--- src/rtl/core/rgbf_pkg.sv ---
package rgbf_pkg;

    // Default number of colour steps in one fade.
    localparam int unsigned FADE_STEPS_DEF = 32;

    // Operation codes carried in the op field of an input word.
    localparam logic [1:0] OP_TICK  = 2'd0;
    localparam logic [1:0] OP_SET   = 2'd1;
    localparam logic [1:0] OP_PULSE = 2'd2;

    // Configuration register indexes.
    localparam logic REG_UPDATE_PERIOD  = 1'b0;
    localparam logic REG_PULSE_DURATION = 1'b1;

    // Configuration reset values, in milliseconds.
    localparam logic [15:0] UPDATE_PERIOD_RST  = 16'd20;
    localparam logic [15:0] PULSE_DURATION_RST = 16'd1000;

    // One colour: element 0 is red, 1 is green, 2 is blue.
    typedef logic [2:0][7:0] t_rgb;

    typedef struct packed {
        logic [1:0] op;
        logic [7:0] red_in;
        logic [7:0] green_in;
        logic [7:0] blue_in;
    } t_in_word;

    typedef struct packed {
        logic [7:0] red_out;
        logic [7:0] green_out;
        logic [7:0] blue_out;
        logic       updated;
        logic       fade_done;
        logic       pulse_active;
    } t_out_word;

endpackage

--- src/rtl/core/rgbf_lerp.sv ---
// One colour channel of the fade: start plus the signed product of step
// index and colour difference, divided by the step count minus one with the
// quotient truncated toward zero. The division is a multiply by a rounded-up
// reciprocal, exact for every product magnitude the channel can present.
module rgbf_lerp
    import rgbf_pkg::*;
#(
    parameter int unsigned FADE_STEPS = FADE_STEPS_DEF
) (
    input  logic [7:0]                        i_start,
    input  logic [$clog2(FADE_STEPS)+7:0]     i_mag,
    input  logic                              i_neg,
    output logic [7:0]                        o_value
);

    localparam int unsigned IW  = $clog2(FADE_STEPS);
    localparam int unsigned PW  = IW + 8;
    localparam int unsigned RS  = PW + 8;
    localparam int unsigned DIV = FADE_STEPS - 1;
    localparam longint unsigned RECIP_L = ((64'd1 << RS) + DIV - 1) / DIV;
    localparam logic [RS:0] RECIP = RECIP_L[RS:0];

    logic [PW+RS:0] w_prod;
    logic [7:0]     w_quot;

    assign w_prod  = {{(RS + 1){1'b0}}, i_mag} * {{PW{1'b0}}, RECIP};
    assign w_quot  = w_prod[RS +: 8];
    assign o_value = i_neg ? (i_start - w_quot) : (i_start + w_quot);

endmodule

--- src/rtl/core/rgb_fade_pulse_controller_core.sv ---
// RGB fade and pulse controller. Each input word is a one-millisecond tick,
// a new target colour, or a pulse colour, and each word yields exactly one
// result word with the shown colour and the updated, fade_done and
// pulse_active flags. A new target takes the shown colour as its fade start;
// every update_period_ms ticks the next of FADE_STEPS linearly interpolated
// colours is shown, and a pulse returns the target to black once
// pulse_duration_ms has passed. Words pass through an input register and an
// output register, so the block takes one word per clock while the output is
// not held back; while a result waits at the output one more word can still
// be held in the input register. The one exception is a tick that both shows
// a fade step and ends a pulse: the next step product for the new black
// target is rebuilt from the stored colour in the following cycle, and no word
// moves on from the input register in that cycle. A result is registered in
// the output register when its word moves on. Configuration writes take
// effect at once and must only be made while no word is in flight.
module rgb_fade_pulse_controller_core
    import rgbf_pkg::*;
#(
    parameter int unsigned FADE_STEPS = FADE_STEPS_DEF
) (
    input  logic      i_clk,
    input  logic      i_rst_n,
    input  logic      i_cfg_we,
    input  logic      i_cfg_idx,
    input  logic [15:0] i_cfg_data,
    input  logic      i_in_valid,
    output logic      o_in_ready,
    input  t_in_word  i_in_word,
    output logic      o_out_valid,
    input  logic      i_out_ready,
    output t_out_word o_out_word
);

    localparam int unsigned IW = $clog2(FADE_STEPS);
    localparam int unsigned PW = IW + 8;
    localparam logic [IW-1:0] LAST_IDX = IW'(FADE_STEPS - 1);

    // Configuration registers.
    logic [15:0] r_update_period;
    logic [15:0] r_pulse_duration;

    // Input and output registers.
    logic      r_in_valid;
    t_in_word  r_in;
    logic      r_out_valid;
    t_out_word r_out;

    // Fade state.
    logic [31:0]   r_now, n_now;
    logic [31:0]   r_update_stamp, n_update_stamp;
    logic [31:0]   r_pulse_stamp, n_pulse_stamp;
    t_rgb          r_start, n_start;
    t_rgb          r_target, n_target;
    t_rgb          r_shown, n_shown;
    logic [IW-1:0] r_idx, n_idx;
    logic          r_reached, n_reached;
    logic          r_pulsing, n_pulsing;
    logic          n_updated;

    // Registered step products, magnitude and sign, one per channel. They
    // always match the stored index, start and target, except in the cycle
    // flagged by r_fix, when they are being rebuilt.
    logic [2:0][PW-1:0] r_mag, n_mag;
    logic [2:0]         r_neg, n_neg;
    logic               r_fix, n_fix;

    logic        w_adv;
    logic [31:0] w_now1;
    logic        w_upd_due;
    logic        w_pulse_due;
    logic        w_stepped;
    logic        w_expired;
    t_rgb        w_step;
    t_rgb        w_src_start;

    // A word moves from the input register to the output register when the
    // output slot is free or being emptied, unless a product rebuild is due.
    assign w_adv       = r_in_valid && !r_fix && (!r_out_valid || i_out_ready);
    assign o_in_ready  = !r_in_valid || w_adv;
    assign o_out_valid = r_out_valid;
    assign o_out_word  = r_out;

    // Elapsed times are unsigned 32-bit differences on the advanced clock.
    assign w_now1      = r_now + 32'd1;
    assign w_upd_due   = (w_now1 - r_update_stamp) >= {16'd0, r_update_period};
    assign w_pulse_due = (w_now1 - r_pulse_stamp) >= {16'd0, r_pulse_duration};

    for (genvar k = 0; k < 3; k++) begin : g_lerp
        rgbf_lerp #(
            .FADE_STEPS(FADE_STEPS)
        ) u_lerp (
            .i_start(r_start[k]),
            .i_mag  (r_mag[k]),
            .i_neg  (r_neg[k]),
            .o_value(w_step[k])
        );
    end

    always_comb begin
        n_now          = r_now;
        n_update_stamp = r_update_stamp;
        n_pulse_stamp  = r_pulse_stamp;
        n_start        = r_start;
        n_target       = r_target;
        n_shown        = r_shown;
        n_idx          = r_idx;
        n_reached      = r_reached;
        n_pulsing      = r_pulsing;
        n_updated      = 1'b0;
        w_stepped      = 1'b0;
        w_expired      = 1'b0;
        w_src_start    = r_start;
        if (w_adv) begin
            case (r_in.op)
                OP_TICK: begin
                    n_now = w_now1;
                    // The step check runs first, then the pulse expiry check.
                    if (w_upd_due) begin
                        n_update_stamp = w_now1;
                        if (!r_reached) begin
                            n_shown   = w_step;
                            n_updated = 1'b1;
                            w_stepped = 1'b1;
                            if (r_idx == LAST_IDX) begin
                                n_reached = 1'b1;
                                n_idx     = '0;
                            end else begin
                                n_idx = r_idx + IW'(1);
                            end
                        end
                    end
                    if (r_pulsing && w_pulse_due) begin
                        w_expired   = 1'b1;
                        n_target    = '0;
                        n_start     = n_shown;
                        w_src_start = r_shown;
                        n_reached   = 1'b0;
                        n_pulsing   = 1'b0;
                    end
                end
                OP_SET: begin
                    n_target    = {r_in.blue_in, r_in.green_in, r_in.red_in};
                    n_start     = r_shown;
                    w_src_start = r_shown;
                    n_reached   = 1'b0;
                end
                OP_PULSE: begin
                    n_target      = {r_in.blue_in, r_in.green_in, r_in.red_in};
                    n_start       = r_shown;
                    w_src_start   = r_shown;
                    n_reached     = 1'b0;
                    n_pulsing     = 1'b1;
                    n_pulse_stamp = r_now;
                end
                default: begin
                end
            endcase
        end
        // When a step and a pulse expiry share one tick, the new start is the
        // freshly interpolated colour; the product is rebuilt next cycle.
        n_fix = w_stepped && w_expired;
    end

    // Step products for the next step, taken from stored colours only.
    always_comb begin
        logic [7:0] absdiff;
        absdiff = '0;
        for (int k = 0; k < 3; k++) begin
            n_neg[k] = n_target[k] < w_src_start[k];
            absdiff  = n_neg[k] ? (w_src_start[k] - n_target[k])
                                : (n_target[k] - w_src_start[k]);
            n_mag[k] = {{IW{1'b0}}, absdiff} * {8'd0, n_idx};
        end
    end

    always_ff @(posedge i_clk) begin
        if (!i_rst_n) begin
            r_update_period  <= UPDATE_PERIOD_RST;
            r_pulse_duration <= PULSE_DURATION_RST;
        end else if (i_cfg_we) begin
            case (i_cfg_idx)
                REG_UPDATE_PERIOD:  r_update_period  <= i_cfg_data;
                REG_PULSE_DURATION: r_pulse_duration <= i_cfg_data;
                default: begin
                end
            endcase
        end
    end

    always_ff @(posedge i_clk) begin
        if (!i_rst_n) begin
            r_now          <= '0;
            r_update_stamp <= '0;
            r_pulse_stamp  <= '0;
            r_start        <= '0;
            r_target       <= '0;
            r_shown        <= '0;
            r_idx          <= '0;
            r_reached      <= 1'b0;
            r_pulsing      <= 1'b0;
            r_mag          <= '0;
            r_neg          <= '0;
            r_fix          <= 1'b0;
        end else begin
            r_now          <= n_now;
            r_update_stamp <= n_update_stamp;
            r_pulse_stamp  <= n_pulse_stamp;
            r_start        <= n_start;
            r_target       <= n_target;
            r_shown        <= n_shown;
            r_idx          <= n_idx;
            r_reached      <= n_reached;
            r_pulsing      <= n_pulsing;
            r_mag          <= n_mag;
            r_neg          <= n_neg;
            r_fix          <= n_fix;
        end
    end

    always_ff @(posedge i_clk) begin
        if (!i_rst_n) begin
            r_in_valid <= 1'b0;
        end else if (o_in_ready) begin
            r_in_valid <= i_in_valid;
        end
    end

    always_ff @(posedge i_clk) begin
        if (o_in_ready) begin
            r_in <= i_in_word;
        end
    end

    always_ff @(posedge i_clk) begin
        if (!i_rst_n) begin
            r_out_valid <= 1'b0;
        end else if (w_adv) begin
            r_out_valid <= 1'b1;
        end else if (i_out_ready) begin
            r_out_valid <= 1'b0;
        end
    end

    always_ff @(posedge i_clk) begin
        if (w_adv) begin
            r_out.red_out      <= n_shown[0];
            r_out.green_out    <= n_shown[1];
            r_out.blue_out     <= n_shown[2];
            r_out.updated      <= n_updated;
            r_out.fade_done    <= n_reached;
            r_out.pulse_active <= n_pulsing;
        end
    end

    // A finished fade always parks the step index at zero.
    a_reached_idx: assert property (@(posedge i_clk) disable iff (!i_rst_n)
        r_reached |-> (r_idx == '0))
        else $error("fade done with a nonzero step index");

    // At step index zero every stored step product must be zero.
    a_mag_zero: assert property (@(posedge i_clk) disable iff (!i_rst_n)
        (r_idx == '0) |-> (r_mag == '0))
        else $error("step product out of line with the step index");

    // A product rebuild lasts a single cycle.
    a_fix_once: assert property (@(posedge i_clk) disable iff (!i_rst_n)
        r_fix |=> !r_fix)
        else $error("product rebuild longer than one cycle");

    // A word that advances always lands in the output register.
    a_adv_out: assert property (@(posedge i_clk) disable iff (!i_rst_n)
        w_adv |=> r_out_valid)
        else $error("advanced word missing from the output register");

endmodule
--- config.mk ---
export PLATFORM = sky130hd
export DESIGN_NAME = rgb_fade_pulse_controller_core
export DESIGN_NICKNAME = d
export VERILOG_FILES = /design/src/rtl/core/rgbf_pkg.sv /design/src/rtl/core/rgbf_lerp.sv /design/src/rtl/core/rgb_fade_pulse_controller_core.sv
export SDC_FILE = /design/constraint.sdc
export NUM_CORES = 1
export LEC_CHECK = 0
export ABC_CLOCK_PERIOD_IN_PS = 33200
export BUFFER_PORTS_ARGS = -buffer_cell sky130_fd_sc_hd__buf_4
export CORE_UTILIZATION = 55
export CTS_CLUSTER_DIAMETER = 30
export CTS_CLUSTER_SIZE = 12
export DETAILED_ROUTE_END_ITERATION = 6
export GPL_TIMING_DRIVEN = 0
export HOLD_SLACK_MARGIN = 0.02
export PLACE_DENSITY_LB_ADDON = 0.3
export SYNTH_ARGS = -nofsm -noshare
export SYNTH_HDL_FRONTEND = slang
export SYNTH_SLANG_ARGS = --single-unit
--- constraint.sdc ---
create_clock -name i_clk -period 33.2 [get_ports i_clk]
set_input_delay 1.66 -clock i_clk [delete_from_list [all_inputs] [get_ports i_clk]]
set_output_delay 1.66 -clock i_clk [all_outputs]
set_load 0.03 [all_outputs]
==> results.json <==
{
  "status": "finished, final reports clean",
  "p_seq_share_pct": 28.2,
  "antenna_found_initial": 1,
  "cts.sinks": 305,
  "async_reset_ff_share_pct": 0,
  "drv_cap": 0,
  "clock_insertion_delay_worst_skew_ns": 0.61,
  "cts_setup_buffers": 0,
  "ys_top_cells_by_area": "ha_1 21%, dfxtp_1 17%, fa_1 7.2%",
  "dieArea_um2": 53700,
  "coreArea_um2": 51700,
  "start_util_pct": 56.2,
  "cts.path.max_buffers": 3,
  "placed_cell_area_um2": 30500,
  "max-vdd-ir-drop_mv": 0.0506,
  "drive_above_1_share_pct": 8.52,
  "internal_power_w": 0.00100,
  "p_comb_share_pct": 22.5,
  "grt_max_degree": 28,
  "crit_buf_inv": 4,
  "path_clk_slew_ns": 0.05,
  "finalSetupViolations": 0,
  "dr.pass1.iters": 6,
  "synth.most_common_cell": "ha_1",
  "whs_ns": 0.451,
  "finalCritPeriodShare_pct": 45.1,
  "switchingPower_w": 0.000445,
  "worst_setup_path_start_kind": "flip-flop",
  "die_y_um": 232,
  "cp.arrival_ns": 15.43,
  "hold_end": "r_pulse_stamp[14]$_SDFFE_PN0P_",
  "syn_nets": 4049,
  "cts_tree": "done",
  "grt-ovfl-total": 0,
  "io_buffers": 75,
  "dpl.cell_count": 4172,
  "min_path_cells": 2,
  "critPathSlowestCell": "o311ai_1",
  "max_freq_mhz": 66.8,
  "worstReg2RegEnd": "r_mag[12]$_SDFF_PN0_",
  "maxSlewHeadroom_pct": 16.2,
  "r2r_slack_ns": 18.22,
  "critPathCaptureType": "flip-flop",
  "synth_area_leader_cell": "ha_1",
  "cp_max_fo": 10,
  "slowest_delay_ns": 0.69,
  "htreeDepth": 3,
  "rows": 83,
  "area_growth_syn_to_layout_pct": 13.5,
  "p_leak_nw": 15.9,
  "min_from": "r_pulse_stamp[14]$_SDFFE_PN0P_",
  "fin_crit_ns": 14.98,
  "postSynthAreaPerCell_um2": 8.50,
  "diodes": 0,
  "ys_seq_elements": 305,
  "slew_violations": 0,
  "synth_cell_types": 85,
  "cts_buffers": 74,
  "grt_pass1_vias": 24700,
  "totalWireLength_um": 78100,
  "holdCritPathClass": "flip-flop to flip-flop",
  "crit_top_cell": "a21oi_1",
  "setup.worst_path.class": "flip-flop to flip-flop",
  "synth_common_cells": "481 x ha_1, 391 x inv_1, 306 x nand2_1, 252 x dfxtp_1, 251 x a21oi_1",
  "yosysWarnings": 0,
  "place_congestion": 0.967,
  "rsz0062_at_grt": "false",
  "vias": 24900,
  "clkPwrFrac_pct": 49.4,
  "p_per_area_nw_per_um2": 43.9,
  "hpwl_um": 60800,
  "die_x_um": 232,
  "synth-edff-count": 53,
  "skew_ns": 0.0233,
  "cts_root_buf": "clkbuf_16",
  "cts_resized": 0,
  "finalSetupTns_ns": 0,
  "grt.total_usage_pct": 29.5,
  "nets": 4201,
  "crit-reg2reg-launch": "r_now[0]$_SDFFE_PN0P_",
  "yosysSeqAreaShare_pct": 22.8,
  "drt.antenna.violating_nets": 0,
  "drtIter0Drc": 1875,
  "drc": 0,
  "design_area_um2": 33000,
  "grt_pass1_wl_um": 126000,
  "worstPathRequired_ns": 33.65,
  "reg2reg_depth": 53,
  "hold_viol_final": 0,
  "via_per_inst": 5.78,
  "io_pins": 77,
  "ctsHoldBuffers": 0,
  "synth_area_um2": 29000,
  "sw_frac_of_total_pct": 30.7,
  "critical_path.top_delay_family": "compound AO/OA/AOI/OAI gates",
  "worst_slew_pin_slew_ns": 1.26,
  "num-fill-cells": 4366,
  "synth_ff_type": "dfxtp_1",
  "power.total_w": 0.00145,
  "synth_top_area_share_pct": 20.7,
  "wl_per_cell_um": 18.1,
  "finalNonFillerCells": 4306,
  "syn_inst": 3416
}
layer usage:
layer	track usage, %	wire length, um	vias to the layer above
met3	5.06	5050	204
met2	49.4	36300	787
li1	-	-	12200
met4	14.4	3720	2
met5	0	13	-
met1	36.5	33100	11700
logic make-up (layout without fill, tap and decap cells):
group / after synthesis / after routing / synth area share, %
buffers and inverters: 532 / 742 / 7.11
AO/OA/AOI/OAI: 747 / 747 / 16.6
multiplexers: 120 / 120 / 4.51
adder cells (fa/ha/maj): 585 / 585 / 27.9
XOR/XNOR: 204 / 204 / 6.15
flip-flops: 305 / 305 / 22.8
AND/OR/NAND/NOR: 923 / 923 / 14.9
worst reg2reg max path, delay by kind of cell, from the launching register on:
family,cells,cell delay (ns)
fa+ha+maj,8,3.18
simple gates,15,3.50
flops,1,0.50
compound gates,21,5.02
mux,1,0.30
buf+inv,4,1.27
xor+xnor,4,1.02
through the flow:
stage                     setup slack [ns]  util, %
after detailed placement             18.52     59.0
final                                18.22     63.8
after global routing                 17.22     63.8
after CTS                            18.41     63.7
after global placement               18.54     58.9
after floorplan                      21.35        -
cells in the final DEF (no fill, tap or decap), types with 17 or more instances in the layout:
cell	instances
ha_1	481
inv_1	390
nand2_1	305
dfxtp_1	252
a21oi_1	251
nor2_1	250
clkbuf_1	120
xnor2_1	119
o21ai_0	119
fa_1	104
xor2_1	85
mux2i_1	80
buf_4	79
clkbuf_16	74
nand3_1	65
edfxtp_1	53
a21o_1	49
a22oi_1	49
nand2b_1	47
a22o_1	46
and2_1	44
nand4_1	40
nor3_1	38
nor2b_1	36
o21bai_1	31
o21a_1	28
or3_1	24
mux2_2	24
o211ai_1	21
a211oi_1	20
o31ai_1	20
buf_2	19
a31oi_1	19
and3_1	18
clkinv_2	17
power groups by stage:
stage | logic [W] | registers (W) | clock network (W)
6_report | 0.000325 | 0.000408 | 0.000715
3_5_place_dp | 0.000319 | 0.000414 | 0
3_3_place_gp | 0.000315 | 0.000414 | 0
5_1_grt | 0.000357 | 0.000409 | 0.000742
4_1_cts | 0.000322 | 0.000408 | 0.000723
2_1_floorplan | 0.000234 | 0.000413 | 0
worst max path at each step:
stage,start,endpoint,slack (ns),cells after the start
floorplan,r_now[0]$_SDFFE_PN0P_,r_mag[12]$_SDFF_PN0_,21.35,52
global route,r_now[0]$_SDFFE_PN0P_,r_mag[12]$_SDFF_PN0_,17.22,55
CTS,r_now[0]$_SDFFE_PN0P_,r_mag[38]$_SDFF_PN0_,18.41,57
finish,r_now[0]$_SDFFE_PN0P_,r_mag[12]$_SDFF_PN0_,18.22,53
global placement,r_now[0]$_SDFFE_PN0P_,r_mag[12]$_SDFF_PN0_,18.54,55
detailed placement,r_now[0]$_SDFFE_PN0P_,r_mag[12]$_SDFF_PN0_,18.52,55
layout make-up:
type,count,area (um^2),share of cell area [%]
Sequential cell,305,6640,20.1
Multi-Input combinational cell,2579,20400,61.7
Tap cell,680,851,2.58
Clock buffer,88,1970,5.99
Timing Repair Buffer,76,591,1.79
Clock inverter,46,502,1.52
Buffer,140,594,1.80
Inverter,392,1470,4.46
sequential cells by signal (all words and copies together), names as in the netlist:
| signal | cells |
|---|---|
| r_pulsing | 1 |
| o_out_word | 27 |
| r_in_valid | 1 |
| r_update_stamp | 32 |
| r_shown | 24 |
| r_target | 24 |
| r_idx | 5 |
| r_neg | 3 |
| r_pulse_stamp | 32 |
| r_mag | 39 |
| r_reached | 1 |
| r_pulse_duration | 16 |
| r_update_period | 16 |
| r_fix | 1 |
| r_start | 24 |
| r_now | 32 |
| o_out_valid | 1 |
| r_in | 26 |
Note: power is estimated with default switching activity, not from simulation.
